## src/rtl/core/nhfe_pkg.sv

```systemverilog
// Shared types and constants for the host frame encoder.
// Holds the per-item command record that travels from the front end to the back end.
// No dependencies.
package nhfe_pkg;

    localparam logic [7:0] SPI_DW_BYTE  = 8'h01;
    localparam logic [7:0] PREAMBLE     = 8'h00;
    localparam logic [7:0] START_CODE0  = 8'h00;
    localparam logic [7:0] START_CODE1  = 8'hFF;
    localparam logic [7:0] TFI_HOST     = 8'hD4;
    localparam logic [7:0] POSTAMBLE    = 8'h00;
    localparam logic [7:0] LEN_MIN      = 8'd1;
    localparam logic [7:0] LEN_MAX      = 8'd254;

    localparam int QDEPTH = 4;
    localparam int QAW    = $clog2(QDEPTH);

    // one classified payload byte
    typedef struct packed {
        logic [7:0] data;
        logic       first;
        logic       prefix;
        logic [7:0] lenf;
        logic       last;
        logic [7:0] dcs;
    } t_cmd;

    typedef struct packed {
        logic not_empty;
        logic full;
    } t_q_stat;

endpackage

```

## src/rtl/core/nhfe_front.sv

```systemverilog
// Front end: accepts payload bytes, tracks frame position and checksum, builds commands.
// Also holds the SPI prefix enable register. Depends on nhfe_pkg.
module nhfe_front (
    input  logic              i_clk,
    input  logic              i_rst_n,
    input  logic              i_valid,
    output logic              o_stall,
    input  logic [7:0]        i_data_byte,
    input  logic [7:0]        i_frame_length,
    input  logic              i_cfg_valid,
    input  logic              i_cfg_data,
    input  nhfe_pkg::t_q_stat i_q_stat,
    output logic              o_push,
    output nhfe_pkg::t_cmd    o_cmd
);
    import nhfe_pkg::*;

    logic       r_in_frame;
    logic [7:0] r_bytes_left;
    logic [7:0] r_running_sum;
    logic       r_prefix_en;

    logic       n_in_frame;
    logic [7:0] n_bytes_left;
    logic [7:0] n_running_sum;

    logic [7:0] len_sat;
    logic [7:0] sum_base;
    logic [7:0] sum_new;
    logic [7:0] left_base;
    logic [7:0] left_new;
    logic       last;

    assign o_stall = i_q_stat.full;
    assign o_push  = i_valid && !i_q_stat.full;

    always_comb begin
        if (i_frame_length == 8'd0) begin
            len_sat = LEN_MIN;
        end else if (i_frame_length == 8'hFF) begin
            len_sat = LEN_MAX;
        end else begin
            len_sat = i_frame_length;
        end
        sum_base  = r_in_frame ? r_running_sum : TFI_HOST;
        sum_new   = sum_base + i_data_byte;
        left_base = r_in_frame ? r_bytes_left : len_sat;
        left_new  = (left_base != 8'd0) ? left_base - 8'd1 : left_base;
        last      = (left_new == 8'd0);

        n_in_frame    = !last;
        n_bytes_left  = left_new;
        n_running_sum = last ? 8'd0 : sum_new;

        o_cmd.data   = i_data_byte;
        o_cmd.first  = !r_in_frame;
        o_cmd.prefix = r_prefix_en;
        o_cmd.lenf   = len_sat + 8'd1;
        o_cmd.last   = last;
        o_cmd.dcs    = 8'd0 - sum_new;
    end

    always_ff @(posedge i_clk) begin
        if (!i_rst_n) begin
            r_in_frame    <= 1'b0;
            r_bytes_left  <= 8'd0;
            r_running_sum <= 8'd0;
            r_prefix_en   <= 1'b1;
        end else begin
            if (o_push) begin
                r_in_frame    <= n_in_frame;
                r_bytes_left  <= n_bytes_left;
                r_running_sum <= n_running_sum;
            end
            if (i_cfg_valid) begin
                r_prefix_en <= i_cfg_data;
            end
        end
    end

endmodule

```

## src/rtl/core/nhfe_queue.sv

```systemverilog
// Short command queue between front and back end.
// Register-based ring with one read port at the head. Depends on nhfe_pkg.
module nhfe_queue (
    input  logic               i_clk,
    input  logic               i_rst_n,
    input  logic               i_push,
    input  nhfe_pkg::t_cmd     i_cmd,
    input  logic               i_pop,
    output nhfe_pkg::t_cmd     o_head,
    output nhfe_pkg::t_q_stat  o_stat
);
    import nhfe_pkg::*;

    t_cmd           r_mem [QDEPTH];
    logic [QAW-1:0] r_wr_ptr;
    logic [QAW-1:0] r_rd_ptr;
    logic [QAW:0]   r_count;

    assign o_head          = r_mem[r_rd_ptr];
    assign o_stat.not_empty = (r_count != '0);
    assign o_stat.full      = (r_count == (QAW+1)'(QDEPTH));

    always_ff @(posedge i_clk) begin
        if (i_push) begin
            r_mem[r_wr_ptr] <= i_cmd;
        end
    end

    always_ff @(posedge i_clk) begin
        if (!i_rst_n) begin
            r_wr_ptr <= '0;
            r_rd_ptr <= '0;
            r_count  <= '0;
        end else begin
            if (i_push) begin
                r_wr_ptr <= r_wr_ptr + 1'b1;
            end
            if (i_pop) begin
                r_rd_ptr <= r_rd_ptr + 1'b1;
            end
            case ({i_push, i_pop})
                2'b10:   r_count <= r_count + 1'b1;
                2'b01:   r_count <= r_count - 1'b1;
                default: r_count <= r_count;
            endcase
        end
    end

    a_no_overflow: assert property (@(posedge i_clk) disable iff (!i_rst_n)
        i_push |-> !o_stat.full)
        else $error("queue push while full");

    a_no_underflow: assert property (@(posedge i_clk) disable iff (!i_rst_n)
        i_pop |-> o_stat.not_empty)
        else $error("queue pop while empty");

    a_count_track: assert property (@(posedge i_clk) disable iff (!i_rst_n)
        ##1 (!$past(i_rst_n) || r_count ==
             $past(r_count) + (QAW+1)'($past(i_push)) - (QAW+1)'($past(i_pop))))
        else $error("queue occupancy mismatch");

endmodule

```

## src/rtl/core/nhfe_back.sv

```systemverilog
// Back end: expands each queued command into frame bytes, one byte per cycle
// if not stalled; drives the registered output channel. Depends on nhfe_pkg.
module nhfe_back (
    input  logic              i_clk,
    input  logic              i_rst_n,
    input  nhfe_pkg::t_cmd    i_head,
    input  nhfe_pkg::t_q_stat i_q_stat,
    output logic              o_pop,
    output logic              o_valid,
    input  logic              i_stall,
    output logic [7:0]        o_out_byte,
    output logic              o_frame_end
);
    import nhfe_pkg::*;

    typedef enum logic [3:0] {
        PH_PREFIX, PH_PRE, PH_START0, PH_START1, PH_LEN,
        PH_LCS, PH_TFI, PH_DATA, PH_DCS, PH_POST
    } t_phase;

    t_phase     r_phase;
    logic       r_mid;      // partway through the head command
    logic       r_o_valid;
    logic [7:0] r_o_byte;
    logic       r_o_end;

    t_phase     cur_phase;
    t_phase     n_phase;
    logic       done;
    logic       load;
    logic       emit;
    logic [7:0] byte_sel;

    assign load = !r_o_valid || !i_stall;
    assign emit = i_q_stat.not_empty && load;
    assign o_pop = emit && done;

    always_comb begin
        if (r_mid) begin
            cur_phase = r_phase;
        end else if (!i_head.first) begin
            cur_phase = PH_DATA;
        end else if (i_head.prefix) begin
            cur_phase = PH_PREFIX;
        end else begin
            cur_phase = PH_PRE;
        end

        done      = 1'b0;
        n_phase   = cur_phase;
        byte_sel  = 8'd0;
        unique case (cur_phase)
            PH_PREFIX: begin byte_sel = SPI_DW_BYTE;          n_phase = PH_PRE;      end
            PH_PRE:    begin byte_sel = PREAMBLE;             n_phase = PH_START0;   end
            PH_START0: begin byte_sel = START_CODE0;          n_phase = PH_START1;   end
            PH_START1: begin byte_sel = START_CODE1;          n_phase = PH_LEN;      end
            PH_LEN:    begin byte_sel = i_head.lenf;          n_phase = PH_LCS;      end
            PH_LCS:    begin byte_sel = 8'd0 - i_head.lenf;   n_phase = PH_TFI;      end
            PH_TFI:    begin byte_sel = TFI_HOST;             n_phase = PH_DATA;     end
            PH_DATA: begin
                byte_sel  = i_head.data;
                n_phase   = PH_DCS;
                done      = !i_head.last;
            end
            PH_DCS:    begin byte_sel = i_head.dcs;           n_phase = PH_POST;     end
            PH_POST:   begin byte_sel = POSTAMBLE;            done = 1'b1;           end
            default:   begin byte_sel = 8'd0;                 done = 1'b1;           end
        endcase
    end

    always_ff @(posedge i_clk) begin
        if (!i_rst_n) begin
            r_phase   <= PH_PRE;
            r_mid     <= 1'b0;
            r_o_valid <= 1'b0;
            r_o_byte  <= 8'd0;
            r_o_end   <= 1'b0;
        end else begin
            if (emit) begin
                r_mid   <= !done;
                r_phase <= n_phase;
            end
            if (load) begin
                r_o_valid <= emit;
                r_o_byte  <= byte_sel;
                r_o_end   <= emit && (cur_phase == PH_POST);
            end
        end
    end

    assign o_valid     = r_o_valid;
    assign o_out_byte  = r_o_byte;
    assign o_frame_end = r_o_end;

endmodule

```

## src/rtl/core/nfc_host_frame_encoder.sv

```systemverilog
// Host information frame encoder: payload bytes in, framed bytes out.
// An accepted byte passes the queue register, then the output register (empty queue).
// Throughput: one output byte per cycle when not stalled; middle payload bytes sustain
// one per cycle; a frame's first byte adds the header, its last the DCS and postamble.
// Reset (synchronous, active low) empties the queue and sets the SPI prefix enable.
// Depends on nhfe_pkg, nhfe_front, nhfe_queue, nhfe_back.
module nfc_host_frame_encoder (
    input  logic       i_clk,
    input  logic       i_rst_n,
    input  logic       i_valid,
    output logic       o_stall,
    input  logic [7:0] i_data_byte,
    input  logic [7:0] i_frame_length,
    output logic       o_valid,
    input  logic       i_stall,
    output logic [7:0] o_out_byte,
    output logic       o_frame_end,
    input  logic       i_cfg_valid,
    output logic       o_cfg_ready,
    input  logic       i_cfg_data
);
    import nhfe_pkg::*;

    t_q_stat q_stat;
    t_cmd    push_cmd;
    t_cmd    head_cmd;
    logic    push;
    logic    pop;

    assign o_cfg_ready = 1'b1;

    nhfe_front u_front (
        .i_clk          (i_clk),
        .i_rst_n        (i_rst_n),
        .i_valid        (i_valid),
        .o_stall        (o_stall),
        .i_data_byte    (i_data_byte),
        .i_frame_length (i_frame_length),
        .i_cfg_valid    (i_cfg_valid && o_cfg_ready),
        .i_cfg_data     (i_cfg_data),
        .i_q_stat       (q_stat),
        .o_push         (push),
        .o_cmd          (push_cmd)
    );

    nhfe_queue u_queue (
        .i_clk   (i_clk),
        .i_rst_n (i_rst_n),
        .i_push  (push),
        .i_cmd   (push_cmd),
        .i_pop   (pop),
        .o_head  (head_cmd),
        .o_stat  (q_stat)
    );

    nhfe_back u_back (
        .i_clk       (i_clk),
        .i_rst_n     (i_rst_n),
        .i_head      (head_cmd),
        .i_q_stat    (q_stat),
        .o_pop       (pop),
        .o_valid     (o_valid),
        .i_stall     (i_stall),
        .o_out_byte  (o_out_byte),
        .o_frame_end (o_frame_end)
    );

endmodule
```

## config.mk

```make
export PLATFORM = sky130hd
export DESIGN_NAME = nfc_host_frame_encoder
export DESIGN_NICKNAME = d
export VERILOG_FILES = /design/src/rtl/core/nhfe_pkg.sv /design/src/rtl/core/nhfe_front.sv /design/src/rtl/core/nhfe_queue.sv /design/src/rtl/core/nhfe_back.sv /design/src/rtl/core/nfc_host_frame_encoder.sv
export SDC_FILE = /design/constraint.sdc
export NUM_CORES = 1
export LEC_CHECK = 0
export ABC_AREA = 1
export BUFFER_PORTS_ARGS = -buffer_cell sky130_fd_sc_hd__buf_2
export CORE_ASPECT_RATIO = 1.5
export CORE_UTILIZATION = 45
export DETAILED_ROUTE_END_ITERATION = 16
export PLACE_DENSITY_LB_ADDON = 0.12
export SETUP_SLACK_MARGIN = 0.1
export SLEW_MARGIN = 10
export SYNTH_ARGS = -nofsm -noshare
export SYNTH_HDL_FRONTEND = slang
export SYNTH_SLANG_ARGS = --single-unit
```

## constraint.sdc

```tcl
create_clock -name i_clk -period 3.4 [get_ports i_clk]
set_clock_uncertainty 0.1 [all_clocks]
set_input_delay 0.17 -clock i_clk [delete_from_list [all_inputs] [get_ports i_clk]]
set_output_delay 0.17 -clock i_clk [all_outputs]
set_load 0.01 [all_outputs]
```

==> qor.csv, run 1 <==
stage;metric;value;unit
setup_path;worst_path_largest_cell_delay;440;ps
power;ir_drop;0.398;mV
route;drt-initial-drc-count;416;
global_route;antenna_found_initial;0;
finish;final_common_cell;nand2_1;
setup_path;crit_buf_inv;4;
sta;setup_viol;0;
clock_tree;cts_setup_buffers;0;
synth;synth_area;7470;µm²
clock_tree;clock_latency;420;ps
sta;rsz0062_at_grt;false;
global_route;grt_max_degree;43;
finish;drive_gt1_share;17.0;%
floorplan;dieArea;17100;µm²
placed_design;dp.cells;1025;
floorplan;ios;34;
global_route;grt_pass1_vias;5528;
synth;synthSimpleGateAreaFrac;22.5;%
sta;slew_headroom;31.4;%
setup_path;cp_slowest_cell;dfxtp_4;
setup_path;crit_family;compound AO/OA/AOI/OAI gates;
power;power_density;675;nW/µm²
setup_path;path_cells;inv_2 -> nand2_1 -> nand2_1 -> nand2_1 -> nand2_2 -> nand2_2 -> nand2_4 -> a31oi_1 -> inv_1 -> nand2_1 -> nand2_1 -> inv_2 -> ha_1 -> inv_1 -> fa_1 -> a21oi_1 -> o21ai_0 -> o21ai_0 -> a21oi_1;
synth;ys_seq_elements;150;
finish;fin_cells;1064;
power;switching_power;1.90;mW
setup_path;cp_num_cells;19;
power;internal_power;3.86;mW
synth;ys_async_sr_fraction;0;%
sta;fin_crit;2890;ps
finish;regArea;4090;µm²
sta;hold_violations;0;
synth;synth_seq_area_share;54.7;%
route;ant_nets;0;
sta;timing.hold.ws;80.2;ps
synth;synth_top_family_by_area;simple AND/OR/NAND/NOR gates;
setup_path;setup.worst_path.end;u_queue.r_count[2];
power;switching_share;33.0;%
setup_path;crit_path_end_kind;flop;
status;status;completed;
synth;synth_warnings;0;
global_route;grt_pass1_wl;28000;µm
sta;drv_slew;0;
min_path;hold_path_class;in -> reg;
clock_tree;htree_levels;4;
placed_design;dp_hpwl;12000;µm
setup_path;reg2reg_depth;19;
synth;syn_inst;801;
synth;synthFlopType;edfxtp_1;
sta;period_share;85.1;%
synth;synth_cell_types;45;
route;drt_pre_antenna_iters;5;
setup_path;crit_fanout;15;
synth;synth_edf_count;108;
synth;synthAdderAreaFrac;3.38;%
setup_path;startpoint_type;flop;
power;p_comb_share;27.6;%
floorplan;rows;57;
finish;syn2layout_area_growth;14.1;%
floorplan;initial_core_util;46.1;%
finish;multi_input_area;2940;µm²
route;wl_per_cell;16.0;µm
floorplan;die_y;160;µm
placed_design;place_congestion;0.925;
setup_path;critPathArrivalTime;3100;ps
synth;synth_xor_area_share;2.35;%
clock_tree;clockRootBuffer;clkbuf_16;
sta;worstMarginPinSlew;1030;ps
placed_design;port_buffers;32;
finish;insertedDiodeCount;0;
synth;synthMuxAreaShare;0;%
power;pwr-share-clk;32.1;%
power;finalPower;5.75;mW
route;vias;5547;
global_route;overflow;0;
setup_path;critPathMostFrequentCell;nand2_1;
job;maxCapViolations;0;
finish;layout_common_cells;166 x nand2_1, 108 x edfxtp_1, 81 x nor2_1, 74 x inv_1, 63 x o21ai_0;
sta;fmax;0.345;GHz
synth;synth_nets;842;
route;wirelength;17100;µm
synth;syn_avg_cell_area;9.32;µm²
power;p_seq_share;40.3;%
setup_path;cp.required;3610;ps
floorplan;fp.dieW;107;µm
route;drc;0;
global_route;grt_usage;21.5;%
setup_path;r2r_end;u_queue.r_count[2];
finish;final_nets;889;
clock_tree;numCtsBuffers;17;
clock_tree;clockBufferDepth;2;
setup_path;path_class;reg -> reg;
clock_tree;cts_tree;built;
floorplan;fp.coreArea;16200;µm²
power;p_leak;3.54;nW
finish;n_fill_cell;1432;
sta;setup_tns;0;ps
clock_tree;clock-sinks;150;
synth;synth_compound_area_share;10.9;%
clock_tree;clkTransAtPathRegs;60;ps
route;via_per_inst;5.21;
setup_path;rrSetupSlack;510;ps
flip-flops by register name, indices dropped and copies added, names as in the netlist, named ones only:
signal,count
u_front.r_bytes_left,8
u_front.r_running_sum,8
u_back.r_mid,1
u_queue.r_rd_ptr,2
u_queue.r_mem,108
u_back.o_valid,1
u_queue.r_wr_ptr,2
u_front.r_in_frame,1
u_queue.r_count,3
u_front.r_prefix_en,1
u_back.o_out_byte,8
u_back.r_phase,4
u_back.o_frame_end,1
final cells by class:
| cell class | instances | share of cell area (%) |
|---|---|---|
| sequential | 150 | 48.0 |
| multi-input combinational | 542 | 34.5 |
| clock buffer | 19 | 5.08 |
| timing repair buffer | 56 | 4.29 |
| inverter | 81 | 3.57 |
| tap | 206 | 3.02 |
| clock inverter | 10 | 1.57 |
power groups by stage:
| stage | combinational [mW] | sequential, mW | clock, mW |
|---|---|---|---|
| finish | 1.59 | 2.32 | 1.85 |
| global route | 1.79 | 2.34 | 1.95 |
| CTS | 1.59 | 2.32 | 1.87 |
| detailed placement | 1.58 | 2.35 | 0 |
| global placement | 1.55 | 2.35 | 0 |
| floorplan | 1.15 | 2.34 | 0 |
cell usage after synthesis, types with 4 or more instances:
| cell type | instances | area (µm²) |
|---|---|---|
| a21oi_1 | 31 | 155 |
| a21oi_2 | 8 | 70.1 |
| buf_2 | 7 | 35.0 |
| buf_4 | 6 | 45.0 |
| clkbuf_1 | 11 | 41.3 |
| dfxtp_1 | 42 | 841 |
| edfxtp_1 | 108 | 3240 |
| ha_1 | 17 | 213 |
| inv_1 | 74 | 278 |
| inv_2 | 7 | 26.3 |
| nand2_1 | 166 | 623 |
| nand2_2 | 11 | 68.8 |
| nand2_4 | 7 | 78.8 |
| nand3_1 | 44 | 220 |
| nand3_2 | 12 | 120 |
| nand4_1 | 8 | 50.1 |
| nor2_1 | 85 | 319 |
| nor2_2 | 6 | 37.5 |
| nor2_4 | 5 | 56.3 |
| nor3_1 | 8 | 40.0 |
| o21ai_0 | 63 | 315 |
| o21ai_2 | 4 | 35.0 |
| o22ai_1 | 18 | 113 |
| or2_2 | 5 | 31.3 |
| xnor2_1 | 7 | 61.3 |
| xor2_1 | 13 | 114 |
how the worst min path moves through the flow:
stage,cells past startpoint,to,slack (ps),from
6_report,2,u_queue.r_mem[3][11],80,i_frame_length[2]
3_5_place_dp,2,u_front.r_prefix_en,280,i_cfg_valid
4_1_cts,2,u_queue.r_mem[1][14],60,i_frame_length[5]
3_3_place_gp,2,u_front.r_prefix_en,270,i_cfg_valid
5_1_grt,2,u_queue.r_mem[3][11],90,i_frame_length[2]
2_1_floorplan,0,u_queue.r_mem[0][19],170,i_data_byte[0]
what timing repair did:
action                                  in CTS  in global routing
endpoints found under the hold margin       33                  0
hold buffers                                10                  0
resized for setup                            0                  2
endpoints found under the setup margin       0                  1
routing by layer:
metal | routed length, µm | part of all wire [%] | up-vias | GRT usage (%)
li1 | - | - | 2789 | -
met1 | 7330 | 43 | 2635 | 26.3
met2 | 8990 | 53 | 100 | 37.9
met3 | 489 | 2.9 | 23 | 3.51
met4 | 258 | 1.5 | 0 | 7.60
met5 | 0 | 0 | - | 0
cells by family after synthesis:
family,after synthesis
adders and majority gates,19
xor gates and xnor gates,20
and+or+nand+nor,362
DFF,150
AOI/OAI and AO/OA,140
other,1
buffers and inverters,109
per-stage QoR:
| step | instance area (µm²) | utilization, % | setup slack (ps) |
|---|---|---|---|
| detailed placement | 7850 | 48.5 | 217 |
| global route | 8520 | 52.6 | 130 |
| global placement | 7850 | 48.5 | 339 |
| CTS | 8520 | 52.6 | 205 |
| floorplan | 7470 | - | 759 |
| finish | 8520 | 52.6 | 505 |
Note: power is estimated with default switching activity, not from simulation.
==> run 2, diff against run 1 <==
--- a/config.mk
+++ b/config.mk
@@ -7,10 +7,11 @@
 export LEC_CHECK = 0
 export ABC_AREA = 1
 export BUFFER_PORTS_ARGS = -buffer_cell sky130_fd_sc_hd__buf_2
+export CAP_MARGIN = 30
 export CORE_ASPECT_RATIO = 1.5
 export CORE_UTILIZATION = 45
 export DETAILED_ROUTE_END_ITERATION = 16
-export PLACE_DENSITY_LB_ADDON = 0.12
+export PLACE_DENSITY = 0.58
 export SETUP_SLACK_MARGIN = 0.1
 export SLEW_MARGIN = 10
 export SYNTH_ARGS = -nofsm -noshare
==> run 2 against run 1 <==
Compared with the run above:
- flip-flop and latch count did not move
- first-iteration DRC count shrank 20%
- die area stayed put
- sequential share of layout area is 0.23 points higher
- clock power is 14% lower
- setup slack lost 8.4 ps
- highest routed layer unchanged
==> qor.csv, run 2 (synthesis results as in run 1) <==
stage;metric;value;unit;change
min_path;hold_path_depth;2;;unchanged
job;maxCapViolations;0;;unchanged
floorplan;dieArea;17100;µm²;unchanged
setup_path;path_class;reg -> reg;;
setup_path;critPathMostFrequentCell;nand2_1;;
sta;drv_slew;0;;unchanged
global_route;grt_usage;21.1;%;-0.46 points
route;via_per_inst;5.24;;+0.44%
sta;fmax;0.344;GHz;-0.29%
floorplan;fp.coreArea;16200;µm²;unchanged
floorplan;ios;34;;unchanged
clock_tree;clkTransAtPathRegs;60;ps;about the same
global_route;overflow;0;;unchanged
finish;largest_reg_flops;108;;unchanged
sta;timing.hold.ws;61.8;ps;-18.3 ps
setup_path;rrSetupSlack;500;ps;about the same
setup_path;cp_slowest_cell;dfxtp_4;;
setup_path;path_cells;inv_2 -> nand2_1 -> nand2_1 -> nand2_1 -> nand2_2 -> nand2_2 -> nand2_4 -> a31oi_1 -> inv_1 -> nand2_1 -> nand2_1 -> inv_2 -> ha_1 -> inv_1 -> fa_1 -> a21oi_1 -> o21ai_0 -> o21ai_0 -> a21oi_1;;
global_route;grt_pass1_wl;27300;µm;-2.5%
setup_path;reg2reg_depth;19;;unchanged
power;power_density;648;nW/µm²;-3.9%
clock_tree;clock_latency;420;ps;about the same
finish;regMostFlops;u_queue.r_mem;;
setup_path;startpoint_type;flop;;
clock_tree;numCtsBuffers;17;;unchanged
setup_path;crit_path_end_kind;flop;;
finish;final_common_cell;nand2_1;;
floorplan;die_y;160;µm;unchanged
global_route;grt_max_degree;49;;+14%
placed_design;dp.cells;1025;;unchanged
setup_path;cp.required;3600;ps;about the same
route;drt-initial-drc-count;332;;-20%
route;wl_per_cell;15.8;µm;-1.5%
clock_tree;clock-sinks;150;;unchanged
route;vias;5587;;+0.72%
route;wirelength;16900;µm;-1.2%
setup_path;r2r_end;u_queue.r_count[2];;
sta;worstMarginPinSlew;530;ps;-497 ps
min_path;hold_path_class;in -> reg;;
placed_design;port_buffers;32;;unchanged
sta;hold_violations;0;;unchanged
global_route;grt_pass1_vias;5454;;-1.3%
finish;final_nets;890;;+0.11%
clock_tree;clockBufferDepth;2;;unchanged
global_route;antenna_found_initial;0;;unchanged
route;ant_nets;0;;unchanged
floorplan;rows;57;;unchanged
sta;period_share;85.4;%;+0.25 points
clock_tree;htree_levels;4;;unchanged
power;p_leak;3.51;nW;-0.72%
power;ir_drop;0.354;mV;-11%
placed_design;place_ws;247;ps;+29.4 ps
sta;slew_headroom;64.4;%;+33 points
placed_design;place_congestion;0.914;;-1.3%
finish;drive_gt1_share;17.0;%;-0.059 points
sta;setup_viol;0;;unchanged
setup_path;crit_fanout;15;;unchanged
route;drc;0;;unchanged
setup_path;setup.worst_path.end;u_queue.r_count[2];;
sta;setup_tns;0;ps;unchanged
sta;fin_crit;2900;ps;+8.43 ps
finish;syn2layout_area_growth;13.6;%;
placed_design;dp_hpwl;11900;µm;-0.61%
finish;layout_common_cells;166 x nand2_1, 108 x edfxtp_1, 81 x nor2_1, 74 x inv_1, 63 x o21ai_0;;
setup_path;worst_path_largest_cell_delay;440;ps;about the same
status;status;completed;;
sta;rsz0062_at_grt;false;;
setup_path;critPathArrivalTime;3100;ps;about the same
route;drt_pre_antenna_iters;7;;+2
finish;fin_cells;1067;;+0.28%
floorplan;initial_core_util;46.1;%;unchanged
finish;insertedDiodeCount;0;;unchanged
floorplan;fp.dieW;107;µm;unchanged
clock_tree;cts_tree;built;;
sta;worst_slack;497;ps;-8.43 ps
clock_tree;clockRootBuffer;clkbuf_16;;
-- run 2: cell types whose count changed in the layout (fill, tap and decap cells not counted), sizes merged --
cell | previous run | this run
clkinv | 6 | 8
bufinv | 3 | 0
buf | 46 | 47
clkbuf | 19 | 20
clkinvlp | 1 | 3
-- run 2: timing repair --
item,in CTS,in global routing
endpoints found under the setup margin,0,1
hold buffers,10,0
hold endpoints to repair,33,0
buffers inserted,0,0
gates resized for setup,0,2
-- run 2: metal layers --
metal,up-vias,wire length (µm),track usage [%]
li1,2792,-,-
met1,2639,7180,24.6
met2,128,8760,37.3
met3,28,518,3.76
met4,0,389,9.09
met5,-,0,0
-- run 2: worst max-delay path: cells and delay by family (launching register included) --
| kind | cells | cell delay [ps] |
|---|---|---|
| compound gates | 5 | 800 |
| fa+ha+maj | 2 | 510 |
| buf+inv | 4 | 290 |
| flops | 1 | 440 |
| simple gates | 8 | 630 |
-- run 2: worst min path at each step --
stage / startpoint / end / slack, ps
final: i_frame_length[5] / u_queue.r_mem[1][14] / 60
after floorplan: i_data_byte[0] / u_queue.r_mem[0][19] / 170
after global routing: i_frame_length[5] / u_queue.r_mem[1][14] / 60
after global placement: i_cfg_valid / u_front.r_prefix_en / 290
after detailed placement: i_cfg_valid / u_front.r_prefix_en / 290
after CTS: i_frame_length[5] / u_queue.r_mem[0][14] / 40
-- run 2: final cells by class --
class                   instances  area (µm²)
clock inverters                11        62.6
well taps                     206         258
flip-flops and latches        150        4090
fillers                      1447        7710
multi-input cells             542        2940
inverters                      81         304
clock buffers                  20         437
repair buffers                 57         393
-- run 2: metrics by stage --
stage          power, mW  util, %  cell area (µm²)
4_1_cts             5.53     52.2             8450
3_3_place_gp        3.90     48.5             7850
5_1_grt             5.82     52.4             8480
6_report            5.50     52.4             8480
3_5_place_dp        3.93     48.5             7850
2_1_floorplan       3.49        -             7470
-- run 2: report_power, final --
part           internal [mW]  switching (mW)  total [mW]  leakage (nW)
logic                  0.510            1.08        1.59          1.94
clock network          0.913           0.679        1.59         0.238
registers               2.21           0.104        2.32          1.34
==> run 3, diff against run 2 <==
--- a/config.mk
+++ b/config.mk
@@ -9,11 +9,10 @@
 export BUFFER_PORTS_ARGS = -buffer_cell sky130_fd_sc_hd__buf_2
 export CAP_MARGIN = 30
 export CORE_ASPECT_RATIO = 1.5
-export CORE_UTILIZATION = 45
+export CORE_UTILIZATION = 40
 export DETAILED_ROUTE_END_ITERATION = 16
-export PLACE_DENSITY = 0.58
+export PLACE_DENSITY = 0.53
 export SETUP_SLACK_MARGIN = 0.1
-export SLEW_MARGIN = 10
 export SYNTH_ARGS = -nofsm -noshare
 export SYNTH_HDL_FRONTEND = slang
 export SYNTH_SLANG_ARGS = --single-unit
==> run 3 against run 2 <==
Compared with the run above:
- sequential share of layout area down 0.89 points
- setup slack better by 23 ps
- first-iteration DRC count down 29%
- non-clock buffer count unchanged
- largest cell class unchanged
- utilization down 4.7 points
- critical endpoint unchanged
- global-route usage down 1.9 points
- combinational power about the same
- die area up 12%
- final cell count up 4.0%
- critical path depth unchanged
- routed wire length up 3.1%
==> qor.csv, run 3 (synthesis results as in run 1) <==
stage;metric;value;unit;change
clock_tree;clock-sinks;150;;unchanged
finish;syn2layout_area_growth;15.6;%;
setup_path;crit_path_end_kind;flop;;
sta;drv_slew;0;;unchanged
global_route;grt_usage;19.2;%;-1.9 points
sta;fin_crit;2880;ps;-22.5 ps
finish;regMostFlops;u_queue.r_mem;;
sta;rsz0062_at_grt;false;;
floorplan;initial_core_util;41.3;%;-4.9 points
floorplan;fp.dieW;114;µm;+6.0%
floorplan;dieArea;19200;µm²;+12%
finish;final_common_cell;nand2_1;;
clock_tree;clockBufferDepth;2;;unchanged
placed_design;dp.cells;1068;;+4.2%
setup_path;path_cells;inv_2 -> nand2_1 -> nand2_1 -> nand2_1 -> nand2_2 -> nand2_2 -> nand2_4 -> a31oi_1 -> inv_1 -> nand2_1 -> nand2_1 -> inv_2 -> ha_1 -> inv_1 -> fa_1 -> a21oi_1 -> o21ai_0 -> o21ai_0 -> a21oi_1;;
sta;period_share;84.7;%;-0.66 points
clock_tree;numCtsBuffers;17;;unchanged
route;via_per_inst;5.01;;-4.4%
setup_path;cp_slowest_cell;dfxtp_2;;
setup_path;cp.required;3600;ps;about the same
clock_tree;cts_tree;built;;
job;maxCapViolations;0;;unchanged
route;drt-initial-drc-count;237;;-29%
placed_design;place_congestion;0.936;;+2.5%
finish;insertedDiodeCount;0;;unchanged
sta;hold_violations;0;;unchanged
route;wirelength;17400;µm;+3.1%
finish;drive_gt1_share;17.4;%;+0.44 points
global_route;overflow;0;;unchanged
sta;fmax;0.347;GHz;+0.78%
finish;layout_common_cells;166 x nand2_1, 108 x edfxtp_1, 81 x nor2_1, 74 x inv_1, 63 x o21ai_0;;
floorplan;fp.coreArea;18100;µm²;+12%
floorplan;die_y;169;µm;+6.0%
finish;final_nets;890;;unchanged
setup_path;critPathMostFrequentCell;nand2_1;;
route;ant_nets;0;;unchanged
setup_path;path_class;reg -> reg;;
finish;fin_cells;1110;;+4.0%
clock_tree;htree_levels;4;;unchanged
floorplan;rows;60;;+5.3%
power;power_density;674;nW/µm²;+3.9%
power;ir_drop;0.341;mV;-3.6%
clock_tree;clock_latency;420;ps;about the same
setup_path;critPathArrivalTime;3080;ps;-20 ps
global_route;grt_pass1_wl;28000;µm;+2.6%
route;drt_pre_antenna_iters;5;;-2
clock_tree;clockRootBuffer;clkbuf_16;;
placed_design;dp_hpwl;12500;µm;+4.8%
floorplan;ios;34;;unchanged
sta;worstMarginPinSlew;575;ps;+44.8 ps
route;wl_per_cell;15.7;µm;-0.85%
sta;slew_headroom;61.6;%;-2.8 points
setup_path;startpoint_type;flop;;
power;p_leak;3.57;nW;+1.5%
global_route;grt_max_degree;51;;+4.1%
global_route;antenna_found_initial;0;;unchanged
route;vias;5559;;-0.50%
finish;largest_reg_flops;108;;unchanged
setup_path;crit_fanout;15;;unchanged
route;drc;0;;unchanged
global_route;grt_pass1_vias;5407;;-0.86%
sta;setup_viol;0;;unchanged
min_path;hold_path_class;in -> reg;;
clock_tree;clkTransAtPathRegs;60;ps;about the same
setup_path;worst_path_largest_cell_delay;480;ps;+40 ps
sta;setup_tns;0;ps;unchanged
status;status;completed;;
power;finalPower;5.82;mW;+5.8%
placed_design;port_buffers;32;;unchanged
==> run 3: power breakdown <==
group          internal, mW  switching [mW]
clock                  1.16           0.745
sequential             2.21           0.107
combinational         0.511            1.08
total                  3.88            1.94
==> run 3: metrics by stage <==
step / utilization [%] / hold WS (ps) / area (µm²) / setup WS, ps
final: 47.7 / 45.0 / 8630 / 519
after detailed placement: 43.8 / 277 / 7930 / 378
after CTS: 47.7 / 30.4 / 8630 / 372
after global placement: 43.7 / 266 / 7900 / 424
after global routing: 47.7 / 57.3 / 8630 / 142
after floorplan: - / 169 / 7470 / 759
==> run 3: worst paths after layout <==
check,slack (ps),end,startpoint,cells after the start
worst min register to register,370,u_back.o_out_byte[1],u_back.o_out_byte[1],2
worst min-delay path,40,u_queue.r_mem[0][14],i_frame_length[5],2
worst max register to register,520,u_queue.r_count[2],flop,19
worst max-delay path,520,u_queue.r_count[2],flop,19
==> run 3: routing by layer <==
| layer | global-route usage, % | vias up | share of wire (%) |
|---|---|---|---|
| met1 | 22.9 | 2647 | 43 |
| met5 | 0 | - | 0 |
| met2 | 34.7 | 93 | 53 |
| met4 | 7.32 | 0 | 1.7 |
| li1 | - | 2796 | - |
| met3 | 2.71 | 23 | 2.6 |
==> run 3: final cells by class <==
| type | instances | area [µm²] |
|---|---|---|
| fillers | 1708 | 9460 |
| multi-input cells | 542 | 2940 |
| inverters | 81 | 304 |
| clock buffers | 18 | 429 |
| repair buffers | 57 | 393 |
| flip-flops and latches | 150 | 4090 |
| well taps | 248 | 310 |
| clock inverters | 14 | 174 |
==> run 3: critical path: cells and delay by family, from the launching register on <==
family	cells	cell delay, ps
simple gates	8	650
buf+inv	4	280
compound gates	5	750
fa+ha+maj	2	500
flops	1	480
==> run 3: timing repair <==
item                       in CTS  in global routing
hold endpoints to repair       33                  0
buffers inserted                0                  0
hold buffers                   10                  0
setup endpoints to repair       0                  1
resized for setup               0                  1
